<file path="src/rtl/scv_pkg.sv">
// Types and constants shared by the serial command valve PWM unit.
// No dependencies; the front end, back end, top level and testbench import this package.
package scv_pkg;

    localparam int DUTY_W      = 10;
    localparam int TIMEOUT_W   = 16;
    localparam int FRAME_BYTES = 5;
    localparam int IDX_W       = 3;
    localparam int CFG_ADDR_W  = 2;
    localparam int CFG_DATA_W  = 32;

    localparam logic [CFG_ADDR_W-1:0] ADDR_TIMEOUT  = 2'd0;
    localparam logic [TIMEOUT_W-1:0]  TIMEOUT_RESET = 16'd1172;

    localparam logic [7:0] CHAR_AT   = 8'h40;
    localparam logic [7:0] CHAR_HASH = 8'h23;
    localparam logic [7:0] CHAR_BANG = 8'h21;
    localparam logic [7:0] CHAR_S    = 8'h73;
    localparam logic [7:0] CHAR_E    = 8'h65;

    // Handshake stage: index of the last handshake byte.
    localparam logic [IDX_W-1:0] HS_LAST_IDX    = 3'd2;
    localparam logic [IDX_W-1:0] FRAME_LAST_IDX = IDX_W'(FRAME_BYTES - 1);

    typedef enum logic [1:0] {
        PM_IDLE  = 2'd0,
        PM_HAND  = 2'd1,
        PM_FRAME = 2'd2
    } t_parse_mode;

    typedef enum logic [1:0] {
        EV_NONE    = 2'd0,
        EV_START   = 2'd1,
        EV_STOP    = 2'd2,
        EV_UNKNOWN = 2'd3
    } t_hs_event;

    typedef struct packed {
        logic       req_type;
        logic [7:0] rx_byte;
    } t_in_word;

    typedef struct packed {
        logic      valve_one;
        logic      valve_two;
        logic      valve_three;
        logic      valve_four;
        logic      ack_send;
        t_hs_event handshake_event;
        logic      frame_loaded;
        logic      timed_out;
    } t_result;

    // Classified word passed from the front end to the back end.
    typedef struct packed {
        logic       is_tick;
        logic       is_at;
        logic       is_hash;
        logic       is_bang;
        logic       is_s;
        logic       is_e;
        logic [7:0] data;
    } t_cmd;

endpackage

</file>
<file path="src/rtl/scv_queue.sv">
// Small first-in first-out queue used between the stages of the unit.
// Depends on nothing but its type parameter.
module scv_queue #(
    parameter type t_data = logic [7:0],
    parameter int  DEPTH  = 2
) (
    input  logic  i_clk,
    input  logic  i_rst_n,
    input  logic  i_wr,
    input  t_data i_wdata,
    output logic  o_full,
    input  logic  i_rd,
    output t_data o_rdata,
    output logic  o_empty
);

    localparam int AW = (DEPTH > 1) ? $clog2(DEPTH) : 1;
    localparam int CW = $clog2(DEPTH + 1);

    t_data          r_mem [DEPTH];
    logic [AW-1:0]  r_wr_ptr, r_rd_ptr;
    logic [CW-1:0]  r_count;
    logic           wr_en, rd_en;

    assign o_full  = (r_count == CW'(DEPTH));
    assign o_empty = (r_count == '0);
    assign wr_en   = i_wr && !o_full;
    assign rd_en   = i_rd && !o_empty;
    assign o_rdata = r_mem[r_rd_ptr];

    always_ff @(posedge i_clk) begin
        if (wr_en) begin
            r_mem[r_wr_ptr] <= i_wdata;
        end
    end

    always_ff @(posedge i_clk) begin
        if (!i_rst_n) begin
            r_wr_ptr <= '0;
            r_rd_ptr <= '0;
            r_count  <= '0;
        end else begin
            if (wr_en) begin
                r_wr_ptr <= (r_wr_ptr == AW'(DEPTH - 1)) ? '0 : r_wr_ptr + 1'b1;
            end
            if (rd_en) begin
                r_rd_ptr <= (r_rd_ptr == AW'(DEPTH - 1)) ? '0 : r_rd_ptr + 1'b1;
            end
            if (wr_en && !rd_en) begin
                r_count <= r_count + 1'b1;
            end else if (rd_en && !wr_en) begin
                r_count <= r_count - 1'b1;
            end
        end
    end

endmodule

</file>
<file path="src/rtl/scv_front.sv">
// Front end: accepts input words and classifies received bytes.
// Depends on scv_pkg.
module scv_front import scv_pkg::*; (
    input  logic     i_push,
    input  t_in_word i_word,
    output logic     o_full,
    input  logic     i_q_full,
    output logic     o_q_wr,
    output t_cmd     o_cmd
);

    assign o_full = i_q_full;
    assign o_q_wr = i_push && !i_q_full;

    always_comb begin
        o_cmd.is_tick = i_word.req_type;
        o_cmd.is_at   = (i_word.rx_byte == CHAR_AT);
        o_cmd.is_hash = (i_word.rx_byte == CHAR_HASH);
        o_cmd.is_bang = (i_word.rx_byte == CHAR_BANG);
        o_cmd.is_s    = (i_word.rx_byte == CHAR_S);
        o_cmd.is_e    = (i_word.rx_byte == CHAR_E);
        o_cmd.data    = i_word.rx_byte;
    end

endmodule

</file>
<file path="src/rtl/scv_back.sv">
// Back end: command parser, duty registers, timeout counter and PWM timebase.
// Depends on scv_pkg; fed from the command queue, writes the result queue.
module scv_back import scv_pkg::*; #(
    parameter int PERIOD_COUNTS = 1024
) (
    input  logic                 i_clk,
    input  logic                 i_rst_n,
    input  logic [TIMEOUT_W-1:0] i_timeout,
    input  t_cmd                 i_cmd,
    input  logic                 i_cmd_valid,
    output logic                 o_cmd_pop,
    input  logic                 i_res_full,
    output logic                 o_res_wr,
    output t_result              o_res
);

    localparam int PC_W  = $clog2(PERIOD_COUNTS);
    localparam int CMP_W = (PC_W > DUTY_W) ? PC_W : DUTY_W;

    t_parse_mode         r_mode, n_mode;
    logic [IDX_W-1:0]    r_idx, n_idx;
    logic [7:0]          r_fb [4];
    logic [7:0]          n_fb [4];
    logic                r_hs_s, n_hs_s, r_hs_e, n_hs_e;
    logic [DUTY_W-1:0]   r_dn [4];
    logic [DUTY_W-1:0]   n_dn [4];
    logic [DUTY_W-1:0]   r_da [4];
    logic [DUTY_W-1:0]   n_da [4];
    logic [3:0]          r_lvl, n_lvl;
    logic [PC_W-1:0]     r_pc, n_pc;
    logic [TIMEOUT_W-1:0] r_idle, n_idle;
    logic                r_armed, n_armed;
    logic                proc, is_byte;
    t_hs_event           ev;
    logic                loaded;

    assign proc      = i_cmd_valid && !i_res_full;
    assign is_byte   = proc && !i_cmd.is_tick;
    assign o_cmd_pop = proc;
    assign o_res_wr  = proc;

    // Parser next state
    always_comb begin
        n_mode = r_mode;
        n_idx  = r_idx;
        if (is_byte) begin
            case (r_mode)
                PM_IDLE: begin
                    if (i_cmd.is_at) begin
                        n_mode = PM_HAND;
                        n_idx  = IDX_W'(1);
                    end else if (i_cmd.is_hash) begin
                        n_mode = PM_FRAME;
                        n_idx  = '0;
                    end
                end
                PM_HAND: begin
                    if (r_idx < HS_LAST_IDX) begin
                        n_idx = r_idx + 1'b1;
                    end else begin
                        // A closing '#' also opens a frame.
                        n_mode = i_cmd.is_hash ? PM_FRAME : PM_IDLE;
                        n_idx  = '0;
                    end
                end
                PM_FRAME: begin
                    if (r_idx < FRAME_LAST_IDX) begin
                        n_idx = r_idx + 1'b1;
                    end else begin
                        n_mode = PM_IDLE;
                        n_idx  = '0;
                    end
                end
                default: begin
                    n_mode = PM_IDLE;
                    n_idx  = '0;
                end
            endcase
        end
    end

    // Datapath and result
    always_comb begin
        n_fb    = r_fb;
        n_hs_s  = r_hs_s;
        n_hs_e  = r_hs_e;
        n_dn    = r_dn;
        n_da    = r_da;
        n_lvl   = r_lvl;
        n_pc    = r_pc;
        n_idle  = r_idle;
        n_armed = r_armed;
        ev      = EV_NONE;
        loaded  = 1'b0;
        if (is_byte) begin
            case (r_mode)
                PM_HAND: begin
                    if (r_idx < HS_LAST_IDX) begin
                        n_hs_s = i_cmd.is_s;
                        n_hs_e = i_cmd.is_e;
                    end else if (r_hs_s && i_cmd.is_bang) begin
                        ev      = EV_START;
                        n_armed = 1'b1;
                    end else if (r_hs_e && i_cmd.is_bang) begin
                        ev      = EV_STOP;
                        n_armed = 1'b0;
                        n_lvl   = '0;
                        for (int k = 0; k < 4; k++) begin
                            n_dn[k] = '0;
                            n_da[k] = '0;
                        end
                    end else begin
                        ev = EV_UNKNOWN;
                    end
                end
                PM_FRAME: begin
                    if (r_idx < FRAME_LAST_IDX) begin
                        n_fb[r_idx[1:0]] = i_cmd.data;
                    end else begin
                        n_dn[0] = {r_fb[0], r_fb[1][7:6]};
                        n_dn[1] = {r_fb[1][5:0], r_fb[2][7:4]};
                        n_dn[2] = {r_fb[2][3:0], r_fb[3][7:2]};
                        n_dn[3] = {r_fb[3][1:0], i_cmd.data};
                        n_idle  = '0;
                        loaded  = 1'b1;
                    end
                end
                default: begin
                end
            endcase
        end else if (proc) begin
            if (r_pc == '0) begin
                n_idle = (r_idle != '1) ? r_idle + 1'b1 : r_idle;
                for (int k = 0; k < 4; k++) begin
                    if (n_idle >= i_timeout) begin
                        n_dn[k] = '0;
                    end
                    n_da[k] = n_dn[k];
                end
            end
            for (int k = 0; k < 4; k++) begin
                n_lvl[k] = r_armed && (CMP_W'(r_pc) < CMP_W'(n_da[k]));
            end
            n_pc = (r_pc == PC_W'(PERIOD_COUNTS - 1)) ? '0 : r_pc + 1'b1;
        end

        o_res.valve_one       = n_lvl[0];
        o_res.valve_two       = n_lvl[1];
        o_res.valve_three     = n_lvl[2];
        o_res.valve_four      = n_lvl[3];
        o_res.ack_send        = !i_cmd.is_tick;
        o_res.handshake_event = ev;
        o_res.frame_loaded    = loaded;
        o_res.timed_out       = (n_idle >= i_timeout);
    end

    always_ff @(posedge i_clk) begin
        if (proc) begin
            r_fb   <= n_fb;
            r_hs_s <= n_hs_s;
            r_hs_e <= n_hs_e;
        end
    end

    always_ff @(posedge i_clk) begin
        if (!i_rst_n) begin
            r_mode  <= PM_IDLE;
            r_idx   <= '0;
            r_lvl   <= '0;
            r_pc    <= '0;
            r_idle  <= '0;
            r_armed <= 1'b0;
            for (int k = 0; k < 4; k++) begin
                r_dn[k] <= '0;
                r_da[k] <= '0;
            end
        end else if (proc) begin
            r_mode  <= n_mode;
            r_idx   <= n_idx;
            r_lvl   <= n_lvl;
            r_pc    <= n_pc;
            r_idle  <= n_idle;
            r_armed <= n_armed;
            r_dn    <= n_dn;
            r_da    <= n_da;
        end
    end

endmodule

</file>
<file path="src/rtl/serial_command_valve_pwm_unit.sv">
// Serial command valve PWM unit: top level with configuration port and queues.
// A pushed word is registered in the command queue and its result in the result queue
// before it shows on the result ports; one word per cycle while neither queue is full.
// Reset is synchronous and active low: queues empty, parser idle, block disarmed,
// duties, period count and idle-period count zero, timeout register 1172.
// Depends on scv_pkg, scv_front, scv_queue and scv_back.
module serial_command_valve_pwm_unit import scv_pkg::*; #(
    parameter int PERIOD_COUNTS = 1024
) (
    input  logic                  i_clk,
    input  logic                  i_rst_n,
    // Input queue side
    input  logic                  push,
    output logic                  full,
    input  t_in_word              i_word,
    // Result queue side
    output logic                  empty,
    input  logic                  pop,
    output t_result               o_result,
    // Configuration port
    input  logic                  psel,
    input  logic                  penable,
    input  logic                  pwrite,
    input  logic [CFG_ADDR_W-1:0] paddr,
    input  logic [CFG_DATA_W-1:0] pwdata,
    output logic [CFG_DATA_W-1:0] prdata,
    output logic                  pready
);

    // The front end classifies each word as it arrives and drops it into a
    // two-entry command queue. The back end takes one command per cycle
    // whenever the result queue has room, so both sides can stall
    // independently while a word still streams through every cycle.

    logic [TIMEOUT_W-1:0] r_timeout;
    t_cmd                 front_cmd, back_cmd;
    logic                 cmd_wr, cmd_full, cmd_empty, cmd_pop;
    logic                 res_wr, res_full;
    t_result              back_res;

    // The user must write the timeout register only while the block is idle; the block
    // does not enforce this, and the back end reads it directly.
    assign pready = 1'b1;
    assign prdata = (paddr == ADDR_TIMEOUT) ?
                    CFG_DATA_W'(r_timeout) : '0;

    always_ff @(posedge i_clk) begin
        if (!i_rst_n) begin
            r_timeout <= TIMEOUT_RESET;
        end else if (psel && penable && pwrite && pready && (paddr == ADDR_TIMEOUT)) begin
            r_timeout <= pwdata[TIMEOUT_W-1:0];
        end
    end

    scv_front u_front (
        .i_push   (push),
        .i_word   (i_word),
        .o_full   (full),
        .i_q_full (cmd_full),
        .o_q_wr   (cmd_wr),
        .o_cmd    (front_cmd)
    );

    scv_queue #(
        .t_data (t_cmd),
        .DEPTH  (2)
    ) u_cmd_q (
        .i_clk   (i_clk),
        .i_rst_n (i_rst_n),
        .i_wr    (cmd_wr),
        .i_wdata (front_cmd),
        .o_full  (cmd_full),
        .i_rd    (cmd_pop),
        .o_rdata (back_cmd),
        .o_empty (cmd_empty)
    );

    scv_back #(
        .PERIOD_COUNTS (PERIOD_COUNTS)
    ) u_back (
        .i_clk       (i_clk),
        .i_rst_n     (i_rst_n),
        .i_timeout   (r_timeout),
        .i_cmd       (back_cmd),
        .i_cmd_valid (!cmd_empty),
        .o_cmd_pop   (cmd_pop),
        .i_res_full  (res_full),
        .o_res_wr    (res_wr),
        .o_res       (back_res)
    );

    // Result queue: the oldest result sits on the ports while it is not empty.
    scv_queue #(
        .t_data (t_result),
        .DEPTH  (2)
    ) u_res_q (
        .i_clk   (i_clk),
        .i_rst_n (i_rst_n),
        .i_wr    (res_wr),
        .i_wdata (back_res),
        .o_full  (res_full),
        .i_rd    (pop),
        .o_rdata (o_result),
        .o_empty (empty)
    );

endmodule

</file>
<file path="config.mk">
export PLATFORM = sky130hd
export DESIGN_NAME = serial_command_valve_pwm_unit
export DESIGN_NICKNAME = d
export VERILOG_FILES = /design/src/rtl/scv_pkg.sv /design/src/rtl/scv_queue.sv /design/src/rtl/scv_front.sv /design/src/rtl/scv_back.sv /design/src/rtl/serial_command_valve_pwm_unit.sv
export SDC_FILE = /design/constraint.sdc
export NUM_CORES = 1
export LEC_CHECK = 0
export BUFFER_PORTS_ARGS = -buffer_cell sky130_fd_sc_hd__buf_2
export CORE_MARGIN = 5
export CORE_UTILIZATION = 35
export CTS_BUF_LIST = sky130_fd_sc_hd__clkbuf_4
export CTS_CLUSTER_SIZE = 24
export DETAILED_ROUTE_END_ITERATION = 7
export HOLD_SLACK_MARGIN = 0.1
export PLACE_DENSITY = 0.51
export SYNTH_ARGS = -nofsm -noshare
export SYNTH_HDL_FRONTEND = slang
export SYNTH_SLANG_ARGS = --single-unit
</file>
<file path="constraint.sdc">
create_clock -name i_clk -period 10.6 [get_ports i_clk]
set_input_delay 2.12 -clock i_clk [delete_from_list [all_inputs] [get_ports i_clk]]
set_output_delay 2.12 -clock i_clk [all_outputs]
set_load 0.03 [all_outputs]
</file>
### Word level (Yosys, flattened, before mapping)

Memories as Yosys holds them, arrays and structs flattened. A register that Yosys moved wholly into a read port is not among the register bits.
Index checks and enable logic that the tools add are counted.

* flip-flop bits (word level): 174
* bits in latches: 0
* memory bits (writable): 46
* bits in read-only memories: 0
* bits of input ports: 50
* word-level logic and storage cells: 193
* memories kept: 2

* $add $sub $neg: 11
* $mul: 0
* divide/modulo/power cells: 0
* order comparisons: 10
* eq/ne operators: 23
* shift-type cells: 0
* mux-type cells: 70
* bitwise gates (word level): 3
* reductions and logical operators: 47

Memory list
* u_cmd_q.r_mem: words 2, width 14, read ports 1, clocked after memory_dff 1, write ports 1, line scv_queue.sv:20 `t_data r_mem [DEPTH];`
* u_res_q.r_mem: words 2, width 9, read ports 1, clocked after memory_dff 1, write ports 1, line scv_queue.sv:20

Operators with widths (count)
* $mux 40: 11
* $mux 16: 7
* $pmux 40 s2: 1
* $mux 10: 5
* $lt 10x10->1: 4
* $bwmux 32: 1
* $ge 16x16->1: 2
* $mux 2: 13
* $eq 8x7->1 const B: 3
* $mux 4: 6
* $logic_and 1x1->1: 21
* $mux 1: 18
* $add 16x1->16 const B: 1
* $demux 8 s2: 1
* $eq 8x6->1 const B: 2
* $ne 16x16->1 const B: 1
* $ne 3x3->1 const B: 5
* $reduce_and 5->1: 3
* $mux 3: 4
* $ne 2x2->1 const B: 6
* $add 10x1->10 const B: 1
* $eq 10x10->1 const B: 1
* $logic_not 10->1: 1
* $logic_not 1->1: 9
* 22 further kinds: 37

### Longest topological paths before layout

Gate-level depths: netlist of run 1.

* depth after elaboration: 11
* depth in mapped cells: 22
* depth with buffers taken out: 19

### Cells and area by module

Synthesis of run 1 repeated with hierarchy kept, for this count alone.

* cell total of the unflattened synthesis: 1122
* area, all modules: 11507.3 um^2

Modules (own cells, without submodules)
* scv_back: times used 1, cells each 868, area an instance 8330.5 um^2, seq. area each 3343.2 um^2
* scv_queue (u_cmd_q): times used 1, cells each 68, area an instance 1237.4 um^2, seq. area each 940.9 um^2
* serial_command_valve_pwm_unit: times used 1, cells each 109, area an instance 898.4 um^2, seq. area each 320.3 um^2
* scv_queue (u_res_q): times used 1, cells each 54, area an instance 874.6 um^2, seq. area each 640.6 um^2
* scv_front: times used 1, cells each 23, area an instance 166.4 um^2, seq. area each 0.0 um^2

### Worst setup path after synthesis of run 1

No wires, ideal clock.

* path type: input to output
* start point: input port paddr[1]
* end point: output port prdata[10]
* arrival time: 3.175 ns
* required time: 8.480 ns
* path slack: 5.305 ns
* stages on the path: 3
* buffers on the path: 2
* cell sequence: clkbuf_1 > clkbuf_1 > nor3_1

* longest elaborated chain between the ends: 2

RTL lines
* from (decl): line serial_command_valve_pwm_unit.sv:24 `input logic [CFG_ADDR_W-1:0] paddr,`
* $logic_not 2->1: line serial_command_valve_pwm_unit.sv:44 `assign prdata = (paddr == ADDR_TIMEOUT) ?`
* $mux 16: line serial_command_valve_pwm_unit.sv:44
* to (decl): line serial_command_valve_pwm_unit.sv:26 `output logic [CFG_DATA_W-1:0] prdata,`

Every way passes these cells.

==> impl_metrics.py, run 1 <==
metrics = {
    "worst_setup_path": {
        "crit_type": "reg -> reg",
        "worst_path_largest_cell_delay_ns": 0.98,
        "reg2reg_from": "u_back.r_idle[0]",
        "cp_common_cell": "sky130_fd_sc_hd__ha_1",
        "path_cells": "ha_1, and3_1, and3_1, nand2_1, xnor2_1, ha_1, nand2b_1, a2111oi_0, o41a_1, and3_2, a22oi_1, ha_1, a21o_1, a21o_1, a2111oi_0, a21oi_1, nor2_1",
        "cp.required_ns": 11.12,
        "end_kind": "flip-flop",
        "cp_data_arrival_time_ns": 7.07,
        "worst_path_dominant_cell_family": "compound AO/OA/AOI/OAI gates",
        "cp_slowest_cell": "sky130_fd_sc_hd__a2111oi_0",
        "rrSetupSlack_ns": 4.05,
        "crit_path_start_kind": "flip-flop",
        "worstRegToRegCells": 17,
        "critical_path_peak_fanout": 36,
        "critical_path.reg2reg.endpoint": "u_res_q.r_mem[0][5]",
        "critPathBufInv": 0,
    },
    "yosys": {
        "yosysTopAreaCell": "sky130_fd_sc_hd__dfxtp_1",
        "synth_compound_area_frac": 0.1678,
        "yosys.cell_types.count": 64,
        "ys_seq_area_frac": 0.4873,
        "adder_cell_fraction_of_synth_area": 0.09532,
        "synth_mux_area_frac": 0.03092,
        "post_synth.cell_area_avg_um2": 10.24,
        "synth_warnings": 0,
        "synthesis.instances": 1051,
        "mappedNetlistArea_mm2": 0.01076,
        "ys_async_rst_share": 0,
        "post_synth_and_or_nand_nor_area_fraction": 0.1484,
        "synthXorXnorAreaFrac": 0.02197,
        "ys_dominant_reg_cell": "sky130_fd_sc_hd__dfxtp_1",
        "yosys.cell_count.top_type": "sky130_fd_sc_hd__dfxtp_1",
        "synth-seq-cells": 222,
        "post_synth_main_area_contributors": "sky130_fd_sc_hd__dfxtp_1 26%, sky130_fd_sc_hd__edfxtp_1 22%, sky130_fd_sc_hd__ha_1 9.5%",
        "count_of_flip_flops_with_a_built_in_enable_after_synthesis": 80,
        "netlist_top_cells_count": "142 x sky130_fd_sc_hd__dfxtp_1, 105 x sky130_fd_sc_hd__nor2_1, 82 x sky130_fd_sc_hd__ha_1",
        "post-synth-top-area-fraction": 0.2641,
        "main_combinational_cell_family_by_area_after_synthesis": "compound AO/OA/AOI/OAI gates",
    },
    "timing": {
        "min_period_over_period": 0.6178,
        "setup_tns_ns": 0,
        "relSlewSlack": 0.1592,
        "worst_clock_skew_ns": 0.07012,
        "rsz0062_at_grt": "no",
        "setup_ws_ns": 4.051,
        "worst_slew_pin_slew_ns": 1.256,
        "peak_clock_frequency_supported_by_timing_ghz": 0.1527,
        "report.final.hold_viol_count": 0,
        "final-max-slew-violation-count": 0,
        "post-route-min-period_ns": 6.549,
        "setup_viol": 0,
    },
    "grt": {
        "grt_first_pass_wirelength_um": 44150,
        "grt_start_max_net_pins": 79,
        "first_global_vias": 8196,
        "globalRoute.totalOverflow": 0,
        "global_route.usage.total": 0.1619,
        "grt_antenna_before_repair": 1,
    },
    "hold_path": {
        "worst_min_delay_path_category": "reg -> reg",
        "whs_path_depth": 2,
        "timing.hold.worst.start": "r_timeout[11]",
        "min_to": "r_timeout[11]",
    },
    "cts": {
        "root_buffer": "sky130_fd_sc_hd__clkbuf_4",
        "post_cts_repair_resize_count": 0,
        "cts.sink_count": 222,
        "cts_tree": "built",
        "cts-root-to-sink-buffers": 3,
        "clk_pin_slew_ns": 0.06,
        "ctsHtreeMaxLevel": 2,
        "cts_hold_buf": 0,
        "clk-insertion-delay-late_ns": 0.71,
        "cts_buffers": 61,
        "buffer_count_from_post_cts_setup_fixing": 0,
    },
    "power_and_ir_drop": {
        "vdd_drop_max_mv": 0.1055,
        "power.leakage_nw": 4.773,
        "cellPowerDensity_mw_per_mm2": 192.6,
    },
    "floorplanning": {
        "die_y_um": 185.4,
        "core_area_mm2": 0.03051,
        "rows": 64,
        "total_die_area_mm2": 0.03436,
        "die_w_um": 185.4,
        "top_level_ports": 94,
        "initial_utilization": 0.3528,
    },
    "routing": {
        "wirelength_um": 27830,
        "drcViolationCount": 0,
        "detailroute.via_count": 8226,
        "detail_route.wl_per_cell_um": 17.73,
        "antenna_left": 0,
        "viasPerCell": 5.239,
        "initial_detailed_routing_violation_count": 470,
        "dr.pass1.iters": 5,
    },
    "final_layout": {
        "final_nets": 1261,
        "area_growth_pct": 12.26,
        "final.fill_count": 3074,
        "post_route_cells_drive_above_1_share": 0.1756,
    },
    "place": {
        "dpl_worst_slack_ns": 4.100,
        "gpl.final_weighted_congestion": 0.8281,
        "total_half_perimeter_wirelength_after_legalization_and_detailed_placement_um": 18270,
        "placement.io_buffers": 60,
    },
    "status": {
        "outcome": "complete, no violations",
    },
    "run": {
        "cap_viol_max_count": 0,
    },
}
-- per-stage QoR --
stage / hold slack, ns / instances / utilization / power, mW / area [um2]
floorplan: 0.4318 / 1066 / - / 1.413 / 10820
detailed placement: 0.4424 / 1462 / 0.3701 / 1.573 / 11290
finish: 0.4525 / 1570 / 0.3961 / 2.328 / 12080
CTS: 0.4542 / 1569 / 0.3960 / 2.372 / 12080
global placement: 0.4390 / 1462 / 0.3701 / 1.569 / 11290
global route: 0.4664 / 1570 / 0.3961 / 2.473 / 12080
-- power breakdown --
part           total [mW]  switching [mW]  internal (mW)
Sequential           1.01          0.0426          0.964
Clock               0.779           0.355          0.424
Combinational       0.541           0.396          0.146
Total                2.33           0.793           1.53
-- layout by cell type, fill, tap and decap left out, types with 13 or more instances in the layout --
master                       n
sky130_fd_sc_hd__nand2_1    76
sky130_fd_sc_hd__xor2_1     18
sky130_fd_sc_hd__a22oi_1    74
sky130_fd_sc_hd__and3_1     13
sky130_fd_sc_hd__edfxtp_1   80
sky130_fd_sc_hd__nand3_1    25
sky130_fd_sc_hd__nor2_1    104
sky130_fd_sc_hd__conb_1     17
sky130_fd_sc_hd__nor3_1     27
sky130_fd_sc_hd__a21oi_1    59
sky130_fd_sc_hd__mux2_2     22
sky130_fd_sc_hd__ha_1       82
sky130_fd_sc_hd__clkbuf_4  101
sky130_fd_sc_hd__dfxtp_1   142
sky130_fd_sc_hd__buf_2      60
sky130_fd_sc_hd__a22o_1     40
sky130_fd_sc_hd__o21ai_0    19
sky130_fd_sc_hd__and2_1     18
sky130_fd_sc_hd__inv_1      32
sky130_fd_sc_hd__nand4_1    21
-- cell type report --
type                            count  area [um2]  area share
Sequential cell                   222        5245      0.4340
Multi-Input combinational cell    743        5074      0.4199
Clock buffer                      101       758.2     0.06275
Tap cell                          396       495.5     0.04100
Timing Repair Buffer               66       345.3     0.02858
Inverter                           35       131.4     0.01087
Clock inverter                      6       32.53    0.002692
Antenna cell                        1       2.502   0.0002071
-- worst register-to-register path, delay by kind of cell (launching register included) --
kind	cells	cell delay (ns)
compound gates	7	2.83
simple gates	6	2.04
fa+ha+maj	3	0.86
xor+xnor	1	0.24
flops	1	0.43
-- logic make-up (layout without fill, tap and decap cells) --
| group | count (synthesis) | after routing |
|---|---|---|
| simple gates | 330 | 330 |
| mux | 30 | 30 |
| fa+ha+maj | 82 | 82 |
| compound gates | 257 | 257 |
| other cells | 2 | 18 |
| flops | 222 | 222 |
| buf+inv | 101 | 208 |
| xor+xnor | 27 | 27 |
-- state kept, by name, indices dropped and copies added, names as in the netlist, 10 cells and up, named ones only --
signal	cells
u_back.r_fb	32
u_res_q.r_mem	18
u_cmd_q.r_mem	28
u_back.r_dn	40
r_timeout	16
u_back.r_pc	10
u_back.r_da	40
u_back.r_idle	16
-- worst max-delay path by stage --
stage,startpoint,to,slack [ns],cells past startpoint
floorplan,paddr[1],prdata[10],5.31,3
global placement,u_back.r_idle[0],u_res_q.r_mem[0][5],4.13,17
detailed placement,u_back.r_idle[0],u_res_q.r_mem[0][5],4.10,17
CTS,u_back.r_idle[0],u_res_q.r_mem[0][5],4.10,17
global route,u_back.r_idle[0],u_res_q.r_mem[0][5],3.52,17
finish,u_back.r_idle[0],u_res_q.r_mem[0][5],4.05,17
-- routing by layer --
layer / share of wire / vias up / global-route usage
met2: 0.48 / 174 / 0.2645
met3: 0.044 / 43 / 0.03044
li1: - / 4060 / -
met5: 0 / - / 0
met1: 0.46 / 3949 / 0.2155
met4: 0.021 / 0 / 0.05666
(Power assumes the default switching activity.)
==> run 2: changes to the inputs <==
--- a/config.mk
+++ b/config.mk
@@ -12,7 +12,7 @@
 export CTS_CLUSTER_SIZE = 24
 export DETAILED_ROUTE_END_ITERATION = 7
 export HOLD_SLACK_MARGIN = 0.1
-export PLACE_DENSITY = 0.51
+export PLACE_DENSITY = 0.52
 export SYNTH_ARGS = -nofsm -noshare
 export SYNTH_HDL_FRONTEND = slang
 export SYNTH_SLANG_ARGS = --single-unit
==> constraint.sdc (replaced) <==
create_clock -name i_clk -period 5.6 [get_ports i_clk]
set_input_delay 1.12 -clock i_clk [delete_from_list [all_inputs] [get_ports i_clk]]
set_output_delay 1.12 -clock i_clk [all_outputs]
set_load 0.03 [all_outputs]
==> run 2 against run 1 <==
- first-iteration DRC count fell by 6.4%
- sequential share of layout area fell by 0.73 points
- power rose by 98%
- final cell count rose by 1.3%
- non-clock buffer count rose by 9
- maximum frequency rose by 23%
- worst hold slack got worse by 0.010 ns
- core utilization rose by 0.68 points
- via count rose by 0.64%
- wire length fell by 2.8%
==> impl_metrics.py, run 2 (synthesized netlist as in run 1, its figures left out) <==
metrics = {
    "status": {
        "outcome": "complete, no violations",
    },
    "cts": {
        "cts_hold_buf": 0,
        "cts.sink_count": 222,
        "cts_tree": "built",
        "buffer_count_from_post_cts_setup_fixing": 0,
        "cts-root-to-sink-buffers": 3,
        "post_cts_repair_resize_count": 0,
        "root_buffer": "sky130_fd_sc_hd__clkbuf_4",
        "clk-insertion-delay-late_ns": 0.67,
        "ctsHtreeMaxLevel": 3,
        "cts_buffers": 66,
        "clk_pin_slew_ns": 0.06,
    },
    "grt": {
        "global_route.usage.total": 0.1585,
        "grt_start_max_net_pins": 78,
        "first_global_vias": 8046,
        "grt_first_pass_wirelength_um": 43140,
        "grt_antenna_before_repair": 1,
        "globalRoute.totalOverflow": 0,
    },
    "timing": {
        "peak_clock_frequency_supported_by_timing_ghz": 0.1880,
        "min_period_over_period": 0.9500,
        "worst_slew_pin_slew_ns": 1.185,
        "worst_clock_skew_ns": 0.05594,
        "setup_viol": 0,
        "rsz0062_at_grt": "no",
        "setup_tns_ns": 0,
        "report.final.hold_viol_count": 0,
        "setup_ws_ns": 0.2797,
        "relSlewSlack": 0.2070,
        "final-max-slew-violation-count": 0,
        "hold-worst-slack_ns": 0.4425,
        "post-route-min-period_ns": 5.320,
    },
    "run": {
        "cap_viol_max_count": 0,
    },
    "final_layout": {
        "layout.cells.most_common_list": "142 x sky130_fd_sc_hd__dfxtp_1, 104 x sky130_fd_sc_hd__nor2_1, 100 x sky130_fd_sc_hd__clkbuf_4",
        "final_common_cell": "sky130_fd_sc_hd__dfxtp_1",
        "final.fill_count": 3044,
        "area_growth_pct": 14.18,
        "post_route_cells_drive_above_1_share": 0.1844,
        "layout_top_registers": "u_back.r_da: 40 flops, u_back.r_dn: 40 flops, u_back.r_fb: 32 flops",
        "final_nets": 1275,
        "final-instance-count-excl-fill": 1590,
    },
    "worst_setup_path": {
        "end_kind": "flip-flop",
        "cp.required_ns": 6.09,
        "crit_type": "reg -> reg",
        "crit_path_start_kind": "flip-flop",
        "critical_path_peak_fanout": 36,
        "cp_data_arrival_time_ns": 5.81,
    },
    "routing": {
        "wirelength_um": 27060,
        "initial_detailed_routing_violation_count": 440,
        "viasPerCell": 5.207,
        "drcViolationCount": 0,
        "detail_route.wl_per_cell_um": 17.02,
        "dr.pass1.iters": 7,
        "antenna_left": 0,
        "detailroute.via_count": 8279,
    },
    "place": {
        "dpl_worst_slack_ns": 0.3182,
        "gpl.final_weighted_congestion": 0.7936,
        "placedCellCount": 1471,
        "placement.io_buffers": 60,
        "total_half_perimeter_wirelength_after_legalization_and_detailed_placement_um": 18170,
    },
    "power_and_ir_drop": {
        "cellPowerDensity_mw_per_mm2": 375.1,
        "totalPowerFinal_mw": 4.610,
        "vdd_drop_max_mv": 0.1991,
        "power.leakage_nw": 4.884,
    },
    "hold_path": {
        "worst_min_delay_path_category": "reg -> reg",
    },
    "floorplanning": {
        "core_area_mm2": 0.03051,
        "initial_utilization": 0.3528,
        "rows": 64,
        "die_w_um": 185.4,
        "total_die_area_mm2": 0.03436,
        "die_y_um": 185.4,
        "top_level_ports": 94,
    },
}
[run 2: cell types whose count changed in the layout (fill, tap and decap cells not counted), sizes merged]
| cell | previous run | this run |
|---|---|---|
| buf | 66 | 75 |
| bufinv | 0 | 3 |
| clkbuf | 101 | 100 |
| clkinv | 5 | 15 |
| inv | 35 | 34 |
[run 2: area by class of cell]
cell class | instances | area [um2] | share of cell area
Antenna cell | 1 | 2.502 | 0.0002036
Clock inverter | 18 | 163.9 | 0.01334
Clock buffer | 100 | 750.7 | 0.06108
Timing Repair Buffer | 75 | 425.4 | 0.03461
Sequential cell | 222 | 5245 | 0.4268
Inverter | 35 | 131.4 | 0.01069
Tap cell | 396 | 495.5 | 0.04031
Multi-Input combinational cell | 743 | 5076 | 0.4130
[run 2: worst paths after layout]
kind	startpoint	to	slack, ns	cells after the start
max	u_back.r_idle[0]	u_res_q.r_mem[0][5]	0.28	19
min	u_back.r_fb[26]	u_back.r_dn[34]	0.44	1
max reg2reg	u_back.r_idle[0]	u_res_q.r_mem[0][5]	0.28	19
min reg2reg	u_back.r_fb[26]	u_back.r_dn[34]	0.44	1
[run 2: power by group]
part           internal [mW]  switching (mW)  total [mW]
Combinational          0.307           0.750        1.06
Clock                  0.958           0.703        1.66
Sequential              1.83          0.0674        1.89
[run 2: critical path, stage by stage, from the launching register on]
cell and delay, ns:
sky130_fd_sc_hd__dfxtp_1 0.42, sky130_fd_sc_hd__ha_1 0.26, sky130_fd_sc_hd__and3_1 0.23, sky130_fd_sc_hd__and3_1 0.24, sky130_fd_sc_hd__and3_1 0.22, sky130_fd_sc_hd__mux2_2 0.35
sky130_fd_sc_hd__ha_1 0.30, sky130_fd_sc_hd__nand4_1 0.16, sky130_fd_sc_hd__or2_1 0.30, sky130_fd_sc_hd__o41a_1 0.44, sky130_fd_sc_hd__and3_1 0.22, sky130_fd_sc_hd__buf_12 0.18
sky130_fd_sc_hd__a22oi_1 0.20, sky130_fd_sc_hd__ha_1 0.29, sky130_fd_sc_hd__a21o_1 0.19, sky130_fd_sc_hd__a21o_1 0.17, sky130_fd_sc_hd__a2111oi_0 0.55, sky130_fd_sc_hd__buf_4 0.20
sky130_fd_sc_hd__a21oi_1 0.04, sky130_fd_sc_hd__nor2_1 0.19
[run 2: metrics by stage]
step / instance area (um2) / utilization
2_1_floorplan: 10820 / -
3_3_place_gp: 11370 / 0.3727
4_1_cts: 12280 / 0.4026
3_5_place_dp: 11370 / 0.3727
5_1_grt: 12290 / 0.4028
6_report: 12290 / 0.4028
[run 2: metal layers]
layer,part of all wire,vias up,GRT usage,wire length [um]
li1,-,4104,-,-
met1,0.47,3910,0.2143,12600
met2,0.46,220,0.2511,12520
met3,0.048,45,0.03181,1304
met4,0.023,0,0.05989,632
met5,0,-,0,0
==> run 3: changes to the inputs <==
==> constraint.sdc (replaced) <==
create_clock -name i_clk -period 5.6 [get_ports i_clk]
set_input_delay 0.56 -clock i_clk [delete_from_list [all_inputs] [get_ports i_clk]]
set_output_delay 0.56 -clock i_clk [all_outputs]
set_load 0.03 [all_outputs]
==> run 3 against run 2 <==
- die area unchanged
- wire length up 2.1%
- cell area up 0.94%
- worst hold slack worse by 0.17 ns
- critical path type unchanged
- final cell count up 0.94%
- via count about the same
- setup slack better by 0.052 ns
- critical endpoint is now u_back.r_lvl[0]
- critical path depth down 1
- count of clock-buffer cells in the layout down 4
==> impl_metrics.py, run 3 (synthesized netlist as in run 1, its figures left out) <==
metrics = {
    "status": {
        "outcome": "complete, no violations",
    },
    "hold_path": {
        "worst_min_delay_path_category": "in -> reg",
    },
    "worst_setup_path": {
        "crit_type": "reg -> reg",
        "cp_data_arrival_time_ns": 5.88,
        "crit_path_start_kind": "flip-flop",
        "reg2reg_from": "u_back.r_idle[0]",
        "critical_path.reg2reg.endpoint": "u_back.r_lvl[0]",
        "worstRegToRegCells": 18,
        "critical_path_peak_fanout": 36,
        "cp.required_ns": 6.21,
        "crit_end": "u_back.r_lvl[0]",
        "rrSetupSlack_ns": 0.33,
        "end_kind": "flip-flop",
        "setup.worst_path.start": "u_back.r_idle[0]",
    },
    "cts": {
        "buffer_count_from_post_cts_setup_fixing": 0,
        "cts_buffers": 60,
        "root_buffer": "sky130_fd_sc_hd__clkbuf_4",
        "clk_pin_slew_ns": 0.07,
        "clk-insertion-delay-late_ns": 0.70,
        "cts_tree": "built",
        "cts.sink_count": 222,
        "cts-root-to-sink-buffers": 3,
        "ctsHtreeMaxLevel": 2,
    },
    "routing": {
        "drcViolationCount": 0,
        "viasPerCell": 5.163,
        "dr.pass1.iters": 5,
        "initial_detailed_routing_violation_count": 506,
        "detail_route.wl_per_cell_um": 17.21,
        "antenna_left": 0,
        "wirelength_um": 27620,
        "detailroute.via_count": 8286,
    },
    "floorplanning": {
        "initial_utilization": 0.3528,
        "die_y_um": 185.4,
        "rows": 64,
        "die_w_um": 185.4,
        "total_die_area_mm2": 0.03436,
        "core_area_mm2": 0.03051,
        "top_level_ports": 94,
    },
    "final_layout": {
        "final_common_cell": "sky130_fd_sc_hd__dfxtp_1",
        "stdcell_area_mm2": 0.01241,
        "area_growth_pct": 15.25,
        "layout_top_registers": "u_back.r_da: 40 flops, u_back.r_dn: 40 flops, u_back.r_fb: 32 flops",
        "post-route-util": 0.4066,
        "post_route_cells_drive_above_1_share": 0.1738,
        "layout.cells.most_common_list": "142 x sky130_fd_sc_hd__dfxtp_1, 103 x sky130_fd_sc_hd__nor2_1, 96 x sky130_fd_sc_hd__clkbuf_4",
        "final_nets": 1294,
    },
    "place": {
        "placement.io_buffers": 60,
        "total_half_perimeter_wirelength_after_legalization_and_detailed_placement_um": 18040,
        "place_area_mm2": 0.01137,
        "gpl.final_weighted_congestion": 0.8117,
    },
    "grt": {
        "grt_antenna_before_repair": 1,
        "grt_start_max_net_pins": 78,
        "first_global_vias": 8152,
        "globalRoute.totalOverflow": 0,
        "global_route.usage.total": 0.1591,
        "grt_first_pass_wirelength_um": 43680,
    },
    "power_and_ir_drop": {
        "power.leakage_nw": 4.919,
        "vdd_drop_max_mv": 0.2058,
        "totalPowerFinal_mw": 4.426,
        "cellPowerDensity_mw_per_mm2": 356.7,
    },
    "timing": {
        "hold-worst-slack_ns": 0.2769,
        "setup_viol": 0,
        "peak_clock_frequency_supported_by_timing_ghz": 0.1898,
        "setup_tns_ns": 0,
        "worst_clock_skew_ns": 0.07294,
        "relSlewSlack": 0.1759,
        "report.final.hold_viol_count": 0,
        "rsz0062_at_grt": "no",
        "worst_slew_pin_slew_ns": 1.232,
        "final-max-slew-violation-count": 0,
        "post-route-min-period_ns": 5.268,
        "min_period_over_period": 0.9408,
    },
    "run": {
        "cap_viol_max_count": 0,
    },
}
## run 3: cell count changes in the layout (fill, tap and decap cells not counted)
cell / before / now
sky130_fd_sc_hd__a2111oi_0: 2 / 1
sky130_fd_sc_hd__dlygate4sd3_1: 0 / 25
sky130_fd_sc_hd__o21ai_2: 1 / 0
sky130_fd_sc_hd__o21ai_1: 2 / 3
sky130_fd_sc_hd__bufinv_16: 3 / 0
sky130_fd_sc_hd__nor2_1: 104 / 103
sky130_fd_sc_hd__clkinv_2: 3 / 1
sky130_fd_sc_hd__clkinv_4: 2 / 1
sky130_fd_sc_hd__a2111oi_1: 0 / 1
sky130_fd_sc_hd__clkinvlp_4: 1 / 0
sky130_fd_sc_hd__inv_8: 0 / 1
sky130_fd_sc_hd__clkbuf_4: 100 / 96
sky130_fd_sc_hd__nor2_2: 2 / 3
## run 3: per-stage QoR
step | cells | setup WS, ns
floorplan | 1066 | 0.7072
global placement | 1471 | 0.2783
detailed placement | 1471 | 0.2839
CTS | 1604 | 0.2273
global route | 1605 | 0.02456
finish | 1605 | 0.3316
## run 3: cell type report
type	count	area, um2
Antenna cell	1	2.502
Clock buffer	96	720.7
Clock inverter	12	58.81
Fill cell	3004	18100
Inverter	35	131.4
Multi-Input combinational cell	743	5076
Sequential cell	222	5245
Tap cell	396	495.5
Timing Repair Buffer	100	675.6
## run 3: critical path, cell delays in order (launching register included)
cell and delay [ns]:
sky130_fd_sc_hd__dfxtp_1 0.43, sky130_fd_sc_hd__ha_1 0.27, sky130_fd_sc_hd__and3_1 0.22, sky130_fd_sc_hd__and3_1 0.23, sky130_fd_sc_hd__and3_1 0.21, sky130_fd_sc_hd__mux2_2 0.35
sky130_fd_sc_hd__ha_1 0.31, sky130_fd_sc_hd__nand4_1 0.16, sky130_fd_sc_hd__or2_1 0.30, sky130_fd_sc_hd__o41a_1 0.44, sky130_fd_sc_hd__and3_1 0.22, sky130_fd_sc_hd__buf_12 0.18
sky130_fd_sc_hd__a22oi_1 0.30, sky130_fd_sc_hd__ha_1 0.32, sky130_fd_sc_hd__a21oi_1 0.15, sky130_fd_sc_hd__o311ai_1 0.09, sky130_fd_sc_hd__or4b_1 0.58, sky130_fd_sc_hd__o21ai_1 0.27
sky130_fd_sc_hd__and2_1 0.16
## run 3: power breakdown
part           internal, mW  total, mW  switching, mW
sequential             1.83       1.89         0.0671
clock                 0.774       1.45          0.672
combinational         0.320       1.09          0.767
total                  2.92       4.43           1.51
## run 3: routing by layer
metal / vias to the layer above / share of wire / track usage
met5: - / 0 / 0
met4: 0 / 0.023 / 0.05255
met3: 46 / 0.043 / 0.02789
met2: 171 / 0.47 / 0.2598
met1: 3948 / 0.47 / 0.2143
li1: 4121 / - / -
## run 3: worst min-delay path by stage
stage	slack [ns]	cells after the start	endpoint	startpoint
2_1_floorplan	0.43	2	u_back.r_da[0]	u_back.r_da[0]
3_3_place_gp	0.44	1	u_back.r_dn[26]	u_back.r_fb[18]
3_5_place_dp	0.44	1	u_back.r_dn[10]	u_back.r_fb[2]
4_1_cts	0.19	4	u_cmd_q.r_wr_ptr	push
5_1_grt	0.24	4	u_cmd_q.r_wr_ptr	push
6_report	0.28	4	u_cmd_q.r_wr_ptr	push
## run 3: what timing repair did
item                                   4_1_cts  5_1_grt
endpoints found under the hold margin       34        0
gates resized for setup                      0        2
setup endpoints to repair                    0        2
hold buffers                                25        0
